**config.mk**
```make
export PLATFORM = sky130hd
export DESIGN_NAME = deficient_number_counter
export DESIGN_NICKNAME = d
export VERILOG_FILES = /design/src/rtl/core/dnc_pkg.sv /design/src/rtl/core/dnc_divider.sv /design/src/rtl/core/dnc_seq.sv /design/src/rtl/core/deficient_number_counter.sv
export SDC_FILE = /design/constraint.sdc
export NUM_CORES = 1
export LEC_CHECK = 0
export BUFFER_PORTS_ARGS = -buffer_cell sky130_fd_sc_hd__buf_2
export CAP_MARGIN = 20
export CORE_MARGIN = 2
export CORE_UTILIZATION = 35
export DETAILED_ROUTE_END_ITERATION = 10
export GPL_ROUTABILITY_DRIVEN = 0
export GPL_TIMING_DRIVEN = 0
export HOLD_SLACK_MARGIN = 0.03
export PLACE_DENSITY = 0.52
export SLEW_MARGIN = 20
export SYNTH_ARGS = -nofsm -noshare
export SYNTH_HDL_FRONTEND = slang
export SYNTH_SLANG_ARGS = --single-unit
```
**constraint.sdc**
```tcl
create_clock -name i_clk -period 9.6 [get_ports i_clk]
set_input_delay 0.96 -clock i_clk [delete_from_list [all_inputs] [get_ports i_clk]]
set_output_delay 0.96 -clock i_clk [all_outputs]
set_load 0.05 [all_outputs]
```
**src/rtl/core/dnc_pkg.sv**
```systemverilog
package dnc_pkg;

    localparam int DEF_VALUE_BITS = 32;
    localparam int DEF_TALLY_BITS = 32;
    localparam int NUM_BITS       = 32;
    localparam int COUNT_BITS     = 32;

    // Status of the divisor search toward the output stage
    typedef struct packed {
        logic idle;
        logic valid;
        logic deficient;
        logic last;
    } t_seq_stat;

endpackage

```
**src/rtl/core/dnc_divider.sv**
```systemverilog
module dnc_divider #(
    parameter int VALUE_BITS = dnc_pkg::DEF_VALUE_BITS
) (
    input  logic                  i_clk,
    input  logic                  i_rst_n,
    input  logic                  i_start,
    input  logic [VALUE_BITS-1:0] i_dividend,
    input  logic [VALUE_BITS-1:0] i_divisor,
    output logic                  o_done,
    output logic [VALUE_BITS-1:0] o_quotient,
    output logic [VALUE_BITS-1:0] o_remainder
);
    import dnc_pkg::*;

    localparam int CW = $clog2(VALUE_BITS + 1);

    logic [VALUE_BITS-1:0] r_rem;
    logic [VALUE_BITS-1:0] r_quo;
    logic [VALUE_BITS-1:0] r_div;
    logic [CW-1:0]         r_cnt;
    logic                  r_busy;
    logic                  r_done;
    logic [VALUE_BITS:0]   w_shift;
    logic [VALUE_BITS:0]   w_trial;

    // one quotient bit per cycle, restoring form
    assign w_shift = {r_rem, r_quo[VALUE_BITS-1]};
    assign w_trial = w_shift - {1'b0, r_div};

    always_ff @(posedge i_clk) begin
        if (!i_rst_n) begin
            r_busy <= 1'b0;
            r_done <= 1'b0;
            r_cnt  <= '0;
        end else begin
            r_done <= 1'b0;
            if (i_start) begin
                r_busy <= 1'b1;
                r_cnt  <= CW'(VALUE_BITS);
            end else if (r_busy) begin
                r_cnt <= r_cnt - 1'b1;
                if (r_cnt == CW'(1)) begin
                    r_busy <= 1'b0;
                    r_done <= 1'b1;
                end
            end
        end
    end

    always_ff @(posedge i_clk) begin
        if (i_start) begin
            r_rem <= '0;
            r_quo <= i_dividend;
            r_div <= i_divisor;
        end else if (r_busy) begin
            if (!w_trial[VALUE_BITS]) begin
                r_rem <= w_trial[VALUE_BITS-1:0];
                r_quo <= {r_quo[VALUE_BITS-2:0], 1'b1};
            end else begin
                r_rem <= w_shift[VALUE_BITS-1:0];
                r_quo <= {r_quo[VALUE_BITS-2:0], 1'b0};
            end
        end
    end

    assign o_done      = r_done;
    assign o_quotient  = r_quo;
    assign o_remainder = r_rem;

endmodule

```
**src/rtl/core/dnc_seq.sv**
```systemverilog
module dnc_seq #(
    parameter int VALUE_BITS = dnc_pkg::DEF_VALUE_BITS
) (
    input  logic                  i_clk,
    input  logic                  i_rst_n,
    input  logic                  i_start,
    input  logic [VALUE_BITS-1:0] i_number,
    input  logic                  i_last,
    input  logic                  i_take,
    input  logic                  i_div_done,
    input  logic [VALUE_BITS-1:0] i_quotient,
    input  logic [VALUE_BITS-1:0] i_remainder,
    output logic                  o_div_start,
    output logic [VALUE_BITS-1:0] o_dividend,
    output logic [VALUE_BITS-1:0] o_divisor,
    output dnc_pkg::t_seq_stat    o_stat
);
    import dnc_pkg::*;

    localparam int SW = VALUE_BITS + 1;

    localparam logic [2:0] S_IDLE   = 3'd0;
    localparam logic [2:0] S_LAUNCH = 3'd1;
    localparam logic [2:0] S_WAIT   = 3'd2;
    localparam logic [2:0] S_CHECK  = 3'd3;
    localparam logic [2:0] S_ADDQ   = 3'd4;
    localparam logic [2:0] S_RESULT = 3'd5;

    logic [2:0]            r_state, n_state;
    logic [VALUE_BITS-1:0] r_n, n_n;
    logic [VALUE_BITS-1:0] r_i, n_i;
    logic [SW-1:0]         r_sum, n_sum;
    logic                  r_def, n_def;
    logic                  r_last, n_last;
    logic [SW-1:0]         w_sum_q;

    assign w_sum_q = r_sum + ((i_quotient != r_i) ? {1'b0, i_quotient} : SW'(0));

    always_comb begin
        n_state     = r_state;
        n_n         = r_n;
        n_i         = r_i;
        n_sum       = r_sum;
        n_def       = r_def;
        n_last      = r_last;
        o_div_start = 1'b0;
        case (r_state)
            S_IDLE: begin
                if (i_start) begin
                    n_n    = i_number;
                    n_last = i_last;
                    if (i_number == '0 || i_number[VALUE_BITS-1]) begin
                        n_def   = 1'b0;
                        n_state = S_RESULT;
                    end else begin
                        n_sum   = (i_number > VALUE_BITS'(1)) ? SW'(1) : SW'(0);
                        n_i     = VALUE_BITS'(2);
                        n_state = S_LAUNCH;
                    end
                end
            end
            S_LAUNCH: begin
                o_div_start = 1'b1;
                n_state     = S_WAIT;
            end
            S_WAIT: begin
                if (i_div_done) begin
                    n_state = S_CHECK;
                end
            end
            S_CHECK: begin
                // quotient below divisor means divisor squared exceeds n
                if (i_quotient < r_i) begin
                    n_def   = (r_sum < {1'b0, r_n});
                    n_state = S_RESULT;
                end else if (i_remainder == '0) begin
                    n_sum   = r_sum + {1'b0, r_i};
                    n_state = S_ADDQ;
                end else begin
                    n_i     = r_i + 1'b1;
                    n_state = S_LAUNCH;
                end
            end
            S_ADDQ: begin
                // stop early once the sum reaches the value
                if (w_sum_q >= {1'b0, r_n}) begin
                    n_def   = 1'b0;
                    n_state = S_RESULT;
                end else begin
                    n_sum   = w_sum_q;
                    n_i     = r_i + 1'b1;
                    n_state = S_LAUNCH;
                end
            end
            S_RESULT: begin
                if (i_take) begin
                    n_state = S_IDLE;
                end
            end
            default: begin
                n_state = S_IDLE;
            end
        endcase
    end

    always_ff @(posedge i_clk) begin
        if (!i_rst_n) begin
            r_state <= S_IDLE;
        end else begin
            r_state <= n_state;
        end
    end

    always_ff @(posedge i_clk) begin
        r_n    <= n_n;
        r_i    <= n_i;
        r_sum  <= n_sum;
        r_def  <= n_def;
        r_last <= n_last;
    end

    assign o_dividend       = r_n;
    assign o_divisor        = r_i;
    assign o_stat.idle      = (r_state == S_IDLE);
    assign o_stat.valid     = (r_state == S_RESULT);
    assign o_stat.deficient = r_def;
    assign o_stat.last      = r_last;

endmodule

```
**src/rtl/core/deficient_number_counter.sv**
```systemverilog
// Each trial divisor is launched, awaited and checked, with an add step when it divides n,
//   for divisors 2 up to floor(sqrt(n)) + 1 or until the divisor sum reaches n, then to the output.
// One item is taken at a time; zero and negative values skip the divisor search.
//   The one-bit-per-cycle divider sets the pace.
// A finished result waits in the output register while the next item is worked on.
// Reset: synchronous, active low; clears the sequencer, output valid and group tally.
module deficient_number_counter #(
    parameter int VALUE_BITS = dnc_pkg::DEF_VALUE_BITS,
    parameter int TALLY_BITS = dnc_pkg::DEF_TALLY_BITS
) (
    input  logic                            i_clk,
    input  logic                            i_rst_n,
    input  logic                            s_axis_tvalid,
    output logic                            s_axis_tready,
    input  logic [dnc_pkg::NUM_BITS-1:0]    s_axis_tdata,  // [31:0] number
    input  logic                            s_axis_tlast,  // group_end
    output logic                            m_axis_tvalid,
    input  logic                            m_axis_tready,
    output logic [dnc_pkg::COUNT_BITS-1:0]  m_axis_tdata,  // [31:0] running_count
    output logic                            m_axis_tuser,  // [0] deficient
    output logic                            m_axis_tlast   // group_done
);
    import dnc_pkg::*;

    logic [VALUE_BITS-1:0] w_number;
    logic                  w_start;
    logic                  w_take;
    logic                  w_div_start;
    logic                  w_div_done;
    logic [VALUE_BITS-1:0] w_dividend;
    logic [VALUE_BITS-1:0] w_divisor;
    logic [VALUE_BITS-1:0] w_quotient;
    logic [VALUE_BITS-1:0] w_remainder;
    t_seq_stat             w_stat;
    logic [TALLY_BITS-1:0] w_tally_inc;
    logic [63:0]           w_tally_ext;

    logic [TALLY_BITS-1:0] r_tally;
    logic                  r_m_valid;
    logic                  r_m_def;
    logic                  r_m_last;
    logic [COUNT_BITS-1:0] r_m_count;

    generate
        if (VALUE_BITS <= NUM_BITS) begin : g_narrow
            assign w_number = s_axis_tdata[VALUE_BITS-1:0];
        end else begin : g_wide
            assign w_number = {{(VALUE_BITS-NUM_BITS){s_axis_tdata[NUM_BITS-1]}}, s_axis_tdata};
        end
    endgenerate

    assign s_axis_tready = w_stat.idle;
    assign w_start       = s_axis_tvalid && w_stat.idle;
    assign w_take        = w_stat.valid && (!r_m_valid || m_axis_tready);

    dnc_seq #(
        .VALUE_BITS (VALUE_BITS)
    ) u_seq (
        .i_clk       (i_clk),
        .i_rst_n     (i_rst_n),
        .i_start     (w_start),
        .i_number    (w_number),
        .i_last      (s_axis_tlast),
        .i_take      (w_take),
        .i_div_done  (w_div_done),
        .i_quotient  (w_quotient),
        .i_remainder (w_remainder),
        .o_div_start (w_div_start),
        .o_dividend  (w_dividend),
        .o_divisor   (w_divisor),
        .o_stat      (w_stat)
    );

    dnc_divider #(
        .VALUE_BITS (VALUE_BITS)
    ) u_divider (
        .i_clk       (i_clk),
        .i_rst_n     (i_rst_n),
        .i_start     (w_div_start),
        .i_dividend  (w_dividend),
        .i_divisor   (w_divisor),
        .o_done      (w_div_done),
        .o_quotient  (w_quotient),
        .o_remainder (w_remainder)
    );

    // saturate the tally at all ones
    assign w_tally_inc = (w_stat.deficient && (r_tally != '1)) ? r_tally + 1'b1 : r_tally;
    assign w_tally_ext = 64'(w_tally_inc);

    always_ff @(posedge i_clk) begin
        if (!i_rst_n) begin
            r_tally   <= '0;
            r_m_valid <= 1'b0;
        end else begin
            if (w_take) begin
                r_m_valid <= 1'b1;
                r_tally   <= w_stat.last ? '0 : w_tally_inc;
            end else if (m_axis_tready) begin
                r_m_valid <= 1'b0;
            end
        end
    end

    always_ff @(posedge i_clk) begin
        if (w_take) begin
            r_m_def   <= w_stat.deficient;
            r_m_last  <= w_stat.last;
            r_m_count <= w_tally_ext[COUNT_BITS-1:0];
        end
    end

    assign m_axis_tvalid = r_m_valid;
    assign m_axis_tdata  = r_m_count;
    assign m_axis_tuser  = r_m_def;
    assign m_axis_tlast  = r_m_last;

    a_idle_no_result : assert property (@(posedge i_clk) disable iff (!i_rst_n)
        w_stat.idle |-> !w_stat.valid)
        else $error("sequencer idle while holding a result");

    a_group_clears : assert property (@(posedge i_clk) disable iff (!i_rst_n)
        (w_take && w_stat.last) |=> (r_tally == '0))
        else $error("tally not cleared after group end");

    a_def_counts : assert property (@(posedge i_clk) disable iff (!i_rst_n)
        (w_take && w_stat.deficient) |=> (r_m_def && (r_tally != '0 || r_m_last)))
        else $error("deficient result did not advance the tally");

endmodule

```
==> results.sh, run 1 <==
export IMPL_start_util_pct=35.5
export IMPL_cp_data_arrival_time_ns=9.18
export IMPL_diodes=0
export IMPL_synth_nets=2198
export IMPL_r2r_start="u_divider.o_quotient[31]"
export IMPL_num_rows=84
export IMPL_cts_buffer_depth=3
export IMPL_layout_nets=2317
export IMPL_remaining_drc_errors=0
export IMPL_wl_mm=52.0
export IMPL_cp_slowest_stage_delay_ns=0.52
export IMPL_fin_util_pct=40.3
export IMPL_leakage_nw=8.81
export IMPL_grt_use_total_pct=18.6
export IMPL_cts_tree="yes"
export IMPL_cp_max_fo=11
export IMPL_synthTopCellsByCount="edfxtp_1, ha_1, o21ai_0"
export IMPL_port_buffers=72
export IMPL_fin_skew_ns=0.0321
export IMPL_synth_top_area_share_pct=31.6
export IMPL_clkLatencyLatePin_ns=0.55
export IMPL_drive_gt1_share_pct=8.68
export IMPL_use_met2_pct=32.4
export IMPL_yosys_warnings=0
export IMPL_use_met3_pct=2.32
export IMPL_root_buffer="clkbuf_16"
export IMPL_rsz0062_at_grt="no"
export IMPL_vias=15200
export IMPL_worstReg2RegEnd="u_seq.o_divisor[3]"
export IMPL_dieArea_um2=55300
export IMPL_grt_max_degree=42
export IMPL_crit_required_ns=9.85
export IMPL_crit_start="u_divider.o_quotient[31]"
export IMPL_slew_viol_final=0
export IMPL_finalCritPeriodShare_pct=93.0
export IMPL_syn_area_um2=18700
export IMPL_yosys_most_used_dff="edfxtp_1"
export IMPL_synth_area_leaders="edfxtp_1, ha_1, dfxtp_1"
export IMPL_post_cts_buffers=0
export IMPL_final_hold_violation_count=0
export IMPL_endpoint_kind="flop"
export IMPL_worst_slew_pin_slew_ns=0.999
export IMPL_synthArstFlopShare_pct=0
export IMPL_synth_top_cell_by_area="edfxtp_1"
export IMPL_period_minus_slack_ns=8.93
export IMPL_synthDistinctLibCells=80
export IMPL_grt_ovfl_total=0
export IMPL_crit_end="u_seq.o_divisor[3]"
export IMPL_yosysSeqAreaShare_pct=39.7
export IMPL_hpwl_mm=40.8
export IMPL_crit_type="flop to flop"
export IMPL_ys_ff_latch=273
export IMPL_htreeDepth=2
export IMPL_max_freq_mhz=112
export IMPL_synth_edf_count=197
export IMPL_vias_per_cell=5.43
export IMPL_yosysMostFrequentCell="edfxtp_1"
export IMPL_status="finished clean"
export IMPL_path_common_cell="o21ai_0"
export IMPL_clock_sinks=273
export IMPL_rr_worst_depth=29
export IMPL_hold_buffers=0
export IMPL_first_global_vias=14900
export IMPL_rrSetupSlack_ns=0.67
export IMPL_num_io_pins=73
export IMPL_maxCapViolations=0
export IMPL_grt_pass1_wl_mm=82.2
export IMPL_finalSetupViolCount=0
export IMPL_wl_per_cell_um=18.6
export IMPL_grt_util_met1_pct=24.3
export IMPL_syn_to_final_growth_pct=13.7
export IMPL_chipHeight_um=235
export IMPL_cts_buffers_inserted=36
export IMPL_drt_iter0_drc=954
export IMPL_vdd_drop_max_mv=0.244
export IMPL_min_path_type="flop to flop"
export IMPL_max_slew_margin_rel_pct=33.2
export IMPL_fp_dieW_um=235
export IMPL_ctsResizeCount=0
export IMPL_cts_clk_slew_worst_paths_ns=0.06
export IMPL_syn_inst=1963
export IMPL_power_density_nw_per_um2=329
export IMPL_cp_start_kind="flop"
export IMPL_drtPass1Iterations=5
export IMPL_avgSynthCellArea_um2=9.53
export IMPL_final_antenna_net_count=0
export IMPL_crit_slowest_cell="edfxtp_1"
export IMPL_fin_hold_ws_ns=0.462
export IMPL_core_region_area_um2=52800
export IMPL_top_usage_layer="met2"
export IMPL_antenna_found_initial=0
[cell families after synthesis]
family                     synth area share (%)
xor gates and xnor gates                   6.79
and+or+nand+nor                            16.1
DFF                                        39.7
muxes                                      1.12
adders and majority gates                  13.4
buffers and inverters                      3.97
AOI/OAI and AO/OA                          18.9
[how the worst min path moves through the flow]
stage,start,slack (ns),end,depth (start not counted)
global route,u_seq.r_last,0.48,m_axis_tlast,0
global placement,u_seq.r_last,0.45,m_axis_tlast,0
CTS,u_seq.r_last,0.47,m_axis_tlast,0
finish,u_seq.r_last,0.46,m_axis_tlast,0
floorplan,u_seq.r_last,0.42,m_axis_tlast,0
detailed placement,u_seq.r_last,0.45,m_axis_tlast,0
[critical path: cells and delay by family (launching register included)]
family | cells | cell delay (ns)
buffers and inverters | 4 | 1.00
AOI/OAI and AO/OA | 11 | 2.90
adders and majority gates | 3 | 1.12
DFF | 1 | 0.52
and+or+nand+nor | 10 | 2.86
xor gates and xnor gates | 1 | 0.22
[power breakdown]
group          internal (mW)  total, mW  switching [mW]
sequential              1.65       1.95           0.302
combinational           1.46       3.66            2.21
clock                  0.821       1.39           0.568
total                   3.93       7.00            3.07
[flip-flops by register name, indices dropped and copies added (netlist names), 3 cells and up]
name                   cells
m_axis_tdata              32
r_tally                   32
u_divider.o_quotient      32
u_divider.o_remainder     32
u_divider.r_cnt            6
u_divider.r_div           32
u_seq.o_dividend          32
u_seq.o_divisor           32
u_seq.r_state              3
u_seq.r_sum               33
[metal layers]
metal | wire (µm) | part of all wire (%)
met5 | 0 | 0
met4 | 1210 | 2.3
met1 | 23800 | 46
met3 | 2070 | 4.0
met2 | 25000 | 48
[per-stage QoR]
step	setup TNS [ns]	power (mW)	area (µm²)	std cells	setup slack (ns)
after CTS	0	7.01	21300	2797	0.114
after global placement	-147.27	5.50	19900	2723	-2.42
final	0	7.00	21300	2797	0.673
after detailed placement	0	5.59	20100	2732	0.166
after floorplan	0	4.56	18700	1963	1.63
after global routing	0	7.56	21300	2797	0.123
[cell usage in the layout, fill, tap and decap left out, drive strengths merged, types with 5 or more instances in the layout]
| cell | count |
|---|---|
| a22oi | 11 |
| nor2 | 115 |
| nor3b | 5 |
| o21bai | 12 |
| and4 | 7 |
| a31oi | 20 |
| nand2 | 146 |
| clkbuf | 93 |
| a21oi | 125 |
| a211o | 10 |
| and2 | 40 |
| inv | 135 |
| buf | 90 |
| clkinv | 12 |
| xnor2 | 94 |
| a22o | 15 |
| nor3 | 42 |
| ha | 195 |
| nor4 | 25 |
| nand2b | 17 |
| o31a | 7 |
| o311ai | 10 |
| and3 | 24 |
| o21ai | 155 |
| or2 | 6 |
| nor2b | 35 |
| xor2 | 51 |
| a21o | 77 |
| edfxtp | 197 |
| a32oi | 6 |
| nand4 | 42 |
| o21a | 10 |
| a21boi | 10 |
| a211oi | 18 |
| mux2i | 21 |
| o211ai | 11 |
| dfxtp | 76 |
| or3 | 15 |
| nand3 | 61 |
| o31ai | 12 |
[final cells by class]
type | count | area [µm²]
multi-input combinational | 1498 | 10600
timing repair buffer | 81 | 465
clock inverter | 23 | 256
buffer | 60 | 248
inverter | 132 | 497
sequential | 273 | 7440
clock buffer | 42 | 943
tap | 688 | 861
fill | 5251 | 31500
Power figures use the tool's default switching activity.
==> inputs of run 2 (changes only) <==
- ABC_AREA: unset -> 1
==> results.sh, run 2 <==
export IMPL_crit_required_ns=9.86
export IMPL_drive_gt1_share_pct=8.19
export IMPL_rsz0062_at_grt="no"
export IMPL_setup_ws_ns=1.61
export IMPL_mostFrequentLayoutCells="nand2_1, inv_1, a21oi_1"
export IMPL_cp_slowest_stage_delay_ns=0.72
export IMPL_cp_max_fo=11
export IMPL_finalSetupViolCount=0
export IMPL_synthDistinctLibCells=63
export IMPL_syn_to_final_growth_pct=13.5
export IMPL_yosys_warnings=0
export IMPL_dieArea_um2=58200
export IMPL_final_common_cell="nand2_1"
export IMPL_core_region_area_um2=55400
export IMPL_period_minus_slack_ns=7.99
export IMPL_first_global_vias=17100
export IMPL_status="finished clean"
export IMPL_clock_sinks=273
export IMPL_maxCapViolations=0
export IMPL_yosys_most_used_dff="edfxtp_1"
export IMPL_vdd_drop_max_mv=0.225
export IMPL_cts_buffers_inserted=35
export IMPL_yosysMostFrequentCell="nand2_1"
export IMPL_grt_pass1_wl_mm=92.0
export IMPL_num_io_pins=73
export IMPL_remaining_drc_errors=0
export IMPL_fp_dieW_um=241
export IMPL_clkLatencyLatePin_ns=0.57
export IMPL_min_path_type="flop to flop"
export IMPL_syn_area_um2=19700
export IMPL_max_slew_margin_rel_pct=36.6
export IMPL_htreeDepth=2
export IMPL_layout_nets=2857
export IMPL_grt_use_total_pct=20.3
export IMPL_chipHeight_um=241
export IMPL_port_buffers=72
export IMPL_start_util_pct=35.5
export IMPL_place_ws_ns=1.58
export IMPL_post_cts_buffers=0
export IMPL_slew_viol_final=0
export IMPL_ctsResizeCount=0
export IMPL_leakage_nw=9.51
export IMPL_grt_ovfl_total=0
export IMPL_design_area_um2=22400
export IMPL_power_density_nw_per_um2=402
export IMPL_num_rows=86
export IMPL_vias_per_cell=5.14
export IMPL_hold_buffers=0
export IMPL_final_antenna_net_count=0
export IMPL_wl_per_cell_um=17.3
export IMPL_crit_type="flop to flop"
export IMPL_worst_slew_pin_slew_ns=0.944
export IMPL_synth_nets=2740
export IMPL_endpoint_kind="flop"
export IMPL_largest_reg_flops=33
export IMPL_stdcell_count=3397
export IMPL_final_hold_violation_count=0
export IMPL_antenna_found_initial=0
export IMPL_cts_tree="yes"
export IMPL_fin_skew_ns=0.0317
export IMPL_yosysSeqAreaShare_pct=37.8
export IMPL_synthTopCellsByCount="nand2_1, inv_1, a21oi_1"
export IMPL_synthArstFlopShare_pct=0
export IMPL_root_buffer="clkbuf_16"
export IMPL_vias=17500
export IMPL_cts_buffer_depth=3
export IMPL_dpl_instance_area_um2=21100
export IMPL_crit_slowest_cell="nor3b_2"
export IMPL_hpwl_mm=48.2
export IMPL_synth_top_area_share_pct=30.0
export IMPL_drt_iter0_drc=1407
export IMPL_critical_path_buf_inv_count=6
export IMPL_ys_ff_latch=273
export IMPL_finalCritPeriodShare_pct=83.2
export IMPL_cp_start_kind="flop"
export IMPL_grt_max_degree=31
export IMPL_synth_area_leaders="edfxtp_1, ha_1, nand2_1"
export IMPL_path_common_cell="nand2_1"
export IMPL_crit_family="simple AND/OR/NAND/NOR gates"
export IMPL_syn_inst=2505
export IMPL_place_inst=3333
export IMPL_diodes=0
export IMPL_max_freq_mhz=125
export IMPL_wl_mm=58.9
export IMPL_drtPass1Iterations=5
export IMPL_synth_edf_count=197
export IMPL_cts_clk_slew_worst_paths_ns=0.06
export IMPL_synth_top_cell_by_area="edfxtp_1"
export IMPL_regMostFlops="u_seq.r_sum"
export IMPL_cp_data_arrival_time_ns=8.25
export IMPL_avgSynthCellArea_um2=7.86
-- run 2: cell count changes in the layout (fill, tap and decap cells not counted), sizes merged, moves of 53 or more --
cell / before / now
a21o: 77 / 8
nand2: 146 / 566
xnor2: 94 / 41
nor2: 115 / 228
a21oi: 125 / 245
inv: 135 / 354
-- run 2: path summary, 6_finish.rpt --
path                                                 from                         to  slack, ns  depth (start not counted)
worst max-delay path                  u_seq.o_divisor[29]             u_seq.r_sum[3]       1.61                         39
worst min-delay path            u_divider.o_remainder[14]  u_divider.o_remainder[14]       0.49                          2
worst max register to register        u_seq.o_divisor[29]             u_seq.r_sum[3]       1.61                         39
worst min register to register  u_divider.o_remainder[14]  u_divider.o_remainder[14]       0.49                          2
-- run 2: stage by stage --
| step | power, mW | utilization (%) | TNS (ns) | hold WS [ns] |
|---|---|---|---|---|
| after floorplan | 5.90 | - | 0 | 0.427 |
| after global placement | 7.42 | 37.9 | -46.86 | 0.451 |
| after detailed placement | 7.56 | 38.2 | 0 | 0.478 |
| after CTS | 8.98 | 40.3 | 0 | 0.488 |
| after global routing | 9.80 | 40.3 | 0 | 0.498 |
| final | 8.99 | 40.3 | 0 | 0.489 |
-- run 2: area by class of cell --
class                           count  area [µm²]
Inverter                          353        1330
Timing Repair Buffer               80         483
Tap cell                          748         936
Fill cell                        5663       33100
Buffer                             43         214
Sequential cell                   273        7440
Clock buffer                       43         926
Multi-Input combinational cell   1836       10800
Clock inverter                     21         283
-- run 2: routing by layer --
layer | routed length [µm] | track usage (%)
met3 | 2610 | 2.34
met1 | 27000 | 26.7
met2 | 27800 | 34.9
met5 | 0 | 0
met4 | 1520 | 5.99
-- run 2: cells by family (layout without fill, tap and decap cells) --
family,Yosys count,count (layout),share of synthesized area [%]
AO/OA/AOI/OAI,518,518,15.2
XOR/XNOR,96,96,4.31
adder cells (fa/ha/maj),198,198,12.7
buffers and inverters,396,540,7.81
flip-flops,273,273,37.8
AND/OR/NAND/NOR,1024,1024,22.3
-- run 2: worst reg2reg max path: cells and delay by family (launching register included) --
kind / cells / cell delay (ns)
buf+inv: 6 / 1.54
compound gates: 7 / 1.25
simple gates: 23 / 3.37
fa+ha+maj: 3 / 1.06
flops: 1 / 0.48
-- run 2: report_power, final --
group	total, mW	switching (mW)	leakage (nW)	internal (mW)
Clock	1.38	0.544	0.582	0.832
Combinational	5.33	3.54	6.44	1.79
Sequential	2.28	0.427	2.49	1.85
==> inputs of run 3 (changes only) <==
- ABC_AREA: 1 -> 0
- PLACE_DENSITY: 0.52 -> 0.54
- clock period: 9.6 -> 7.1 ns (I/O delays scaled with it)
==> results.sh, run 3 (synthesis results as in run 1) <==
export IMPL_max_slew_margin_rel_pct=26.5
export IMPL_wl_mm=52.5
export IMPL_hold_path_depth=1
export IMPL_rr_worst_depth=29
export IMPL_endpoint_kind="flop"
export IMPL_max_freq_mhz=145
export IMPL_diodes=0
export IMPL_remaining_drc_errors=0
export IMPL_htreeDepth=2
export IMPL_grt_ovfl_total=0
export IMPL_fin_skew_ns=0.0245
export IMPL_vias=15500
export IMPL_grt_max_degree=42
export IMPL_crit_required_ns=7.40
export IMPL_final_hold_violation_count=0
export IMPL_chipHeight_um=235
export IMPL_regMostFlops="u_seq.r_sum"
export IMPL_min_path_type="primary input to flop"
export IMPL_r2r_start="u_divider.o_quotient[27]"
export IMPL_dieArea_um2=55300
export IMPL_drtPass1Iterations=5
export IMPL_mostFrequentLayoutCells="edfxtp_1, ha_1, o21ai_0"
export IMPL_num_io_pins=73
export IMPL_rrSetupSlack_ns=0.19
export IMPL_setup_ws_ns=0.194
export IMPL_vdd_drop_max_mv=0.273
export IMPL_first_global_vias=15200
export IMPL_final_common_cell="edfxtp_1"
export IMPL_power_density_nw_per_um2=453
export IMPL_maxCapViolations=0
export IMPL_syn_to_final_growth_pct=16.8
export IMPL_cp_start_kind="flop"
export IMPL_start_util_pct=35.5
export IMPL_place_ws_ns=-2.18
export IMPL_worstReg2RegEnd="u_seq.o_divisor[4]"
export IMPL_largest_reg_flops=33
export IMPL_clkLatencyLatePin_ns=0.56
export IMPL_port_buffers=72
export IMPL_num_rows=84
export IMPL_crit_slowest_cell="edfxtp_1"
export IMPL_root_buffer="clkbuf_16"
export IMPL_fin_hold_ws_ns=0.329
export IMPL_worstHoldEndpoint="u_seq.r_last"
export IMPL_hpwl_mm=40.4
export IMPL_cp_max_fo=17
export IMPL_layout_nets=2348
export IMPL_leakage_nw=9.06
export IMPL_p_total_mw=9.91
export IMPL_hold_buffers=0
export IMPL_wl_per_cell_um=18.6
export IMPL_grt_pass1_wl_mm=81.8
export IMPL_worst_slew_pin_slew_ns=1.09
export IMPL_finalCritPeriodShare_pct=97.3
export IMPL_cts_buffers_inserted=36
export IMPL_vias_per_cell=5.49
export IMPL_clock_sinks=273
export IMPL_drive_gt1_share_pct=11.6
export IMPL_path_common_cell="o21ai_2"
export IMPL_slew_viol_final=0
export IMPL_fp_dieW_um=235
export IMPL_fin_util_pct=41.4
export IMPL_dpl_instance_area_um2=20100
export IMPL_final_antenna_net_count=0
export IMPL_crit_type="flop to flop"
export IMPL_drt_iter0_drc=946
export IMPL_crit_family="compound AO/OA/AOI/OAI gates"
export IMPL_cts_buffer_depth=3
export IMPL_design_area_um2=21900
export IMPL_hold_start="s_axis_tlast"
export IMPL_finalSetupViolCount=0
export IMPL_core_region_area_um2=52800
export IMPL_cp_data_arrival_time_ns=7.20
export IMPL_period_minus_slack_ns=6.91
export IMPL_grt_use_total_pct=18.5
export IMPL_critical_path_buf_inv_count=4
export IMPL_cp_slowest_stage_delay_ns=0.47
export IMPL_cts_clk_slew_worst_paths_ns=0.06
export IMPL_cts_tree="yes"
export IMPL_status="finished clean"
export IMPL_antenna_found_initial=0
==> run 3: changes by cell type in the layout (fill, tap and decap cells not counted), sizes merged, moves of 21 or more <==
cell    delta
a21o      +69
a21oi    -120
and2      +37
and3      +24
buf       +31
inv      -219
mux2i     +21
nand2    -420
nor2     -113
nor2b     +35
nor3      -22
o211ai    -23
xnor2     +53
==> run 3: cell type report <==
cell class / count / area, µm²
flip-flops and latches: 273 / 7440
fillers: 5180 / 30900
multi-input cells: 1498 / 10800
inverters: 132 / 497
plain buffers: 59 / 270
well taps: 688 / 861
clock buffers: 41 / 930
repair buffers: 113 / 762
clock inverters: 25 / 307
==> run 3: report_power, final <==
part | total, mW | internal [mW] | switching, mW | leakage, nW
Clock | 1.92 | 1.14 | 0.773 | 0.596
Combinational | 5.36 | 2.20 | 3.16 | 6.02
Sequential | 2.63 | 2.23 | 0.401 | 2.44
Total | 9.91 | 5.58 | 4.33 | 9.06
==> run 3: per-layer routing <==
| metal | vias up | global-route usage (%) | part of all wire [%] |
|---|---|---|---|
| met1 | 7496 | 23.7 | 45 |
| li1 | 7574 | - | - |
| met4 | 0 | 6.93 | 3.2 |
| met2 | 370 | 31.9 | 48 |
| met3 | 98 | 2.47 | 4.1 |
| met5 | - | 0 | 0 |
==> run 3: stage by stage <==
step / instances / setup TNS [ns]
3_5_place_dp: 2729 / -136.66
6_report: 2829 / 0
2_1_floorplan: 1963 / 0
5_1_grt: 2829 / -0.0499
4_1_cts: 2814 / 0
3_3_place_gp: 2723 / -209.33
==> run 3: timing repair <==
item                                    CTS  global route
buffers inserted                         19            15
endpoints found under the hold margin     0             0
pin swaps                                17            30
resized for setup                        35            29
endpoints found under the setup margin   67            64
gates cloned                              0             1
==> run 3: how the worst max path moves through the flow <==
| stage | start | to | cells past startpoint |
|---|---|---|---|
| 3_5_place_dp | u_divider.o_quotient[31] | u_seq.o_divisor[4] | 27 |
| 5_1_grt | u_divider.o_quotient[26] | u_seq.o_divisor[7] | 28 |
| 4_1_cts | u_divider.o_quotient[26] | u_seq.o_divisor[4] | 30 |
| 6_report | u_divider.o_quotient[27] | u_seq.o_divisor[4] | 29 |
| 3_3_place_gp | u_divider.o_quotient[31] | u_seq.r_sum[3] | 26 |
| 2_1_floorplan | u_seq.o_divisor[29] | u_seq.r_sum[0] | 26 |
==> run 3: worst register-to-register path, delay by kind of cell (launching register included) <==
kind            cells  cell delay, ns
fa+ha+maj           3            0.91
xor+xnor            1            0.12
flops               1            0.47
compound gates     11            2.91
simple gates       10            1.58
buf+inv             4            0.65
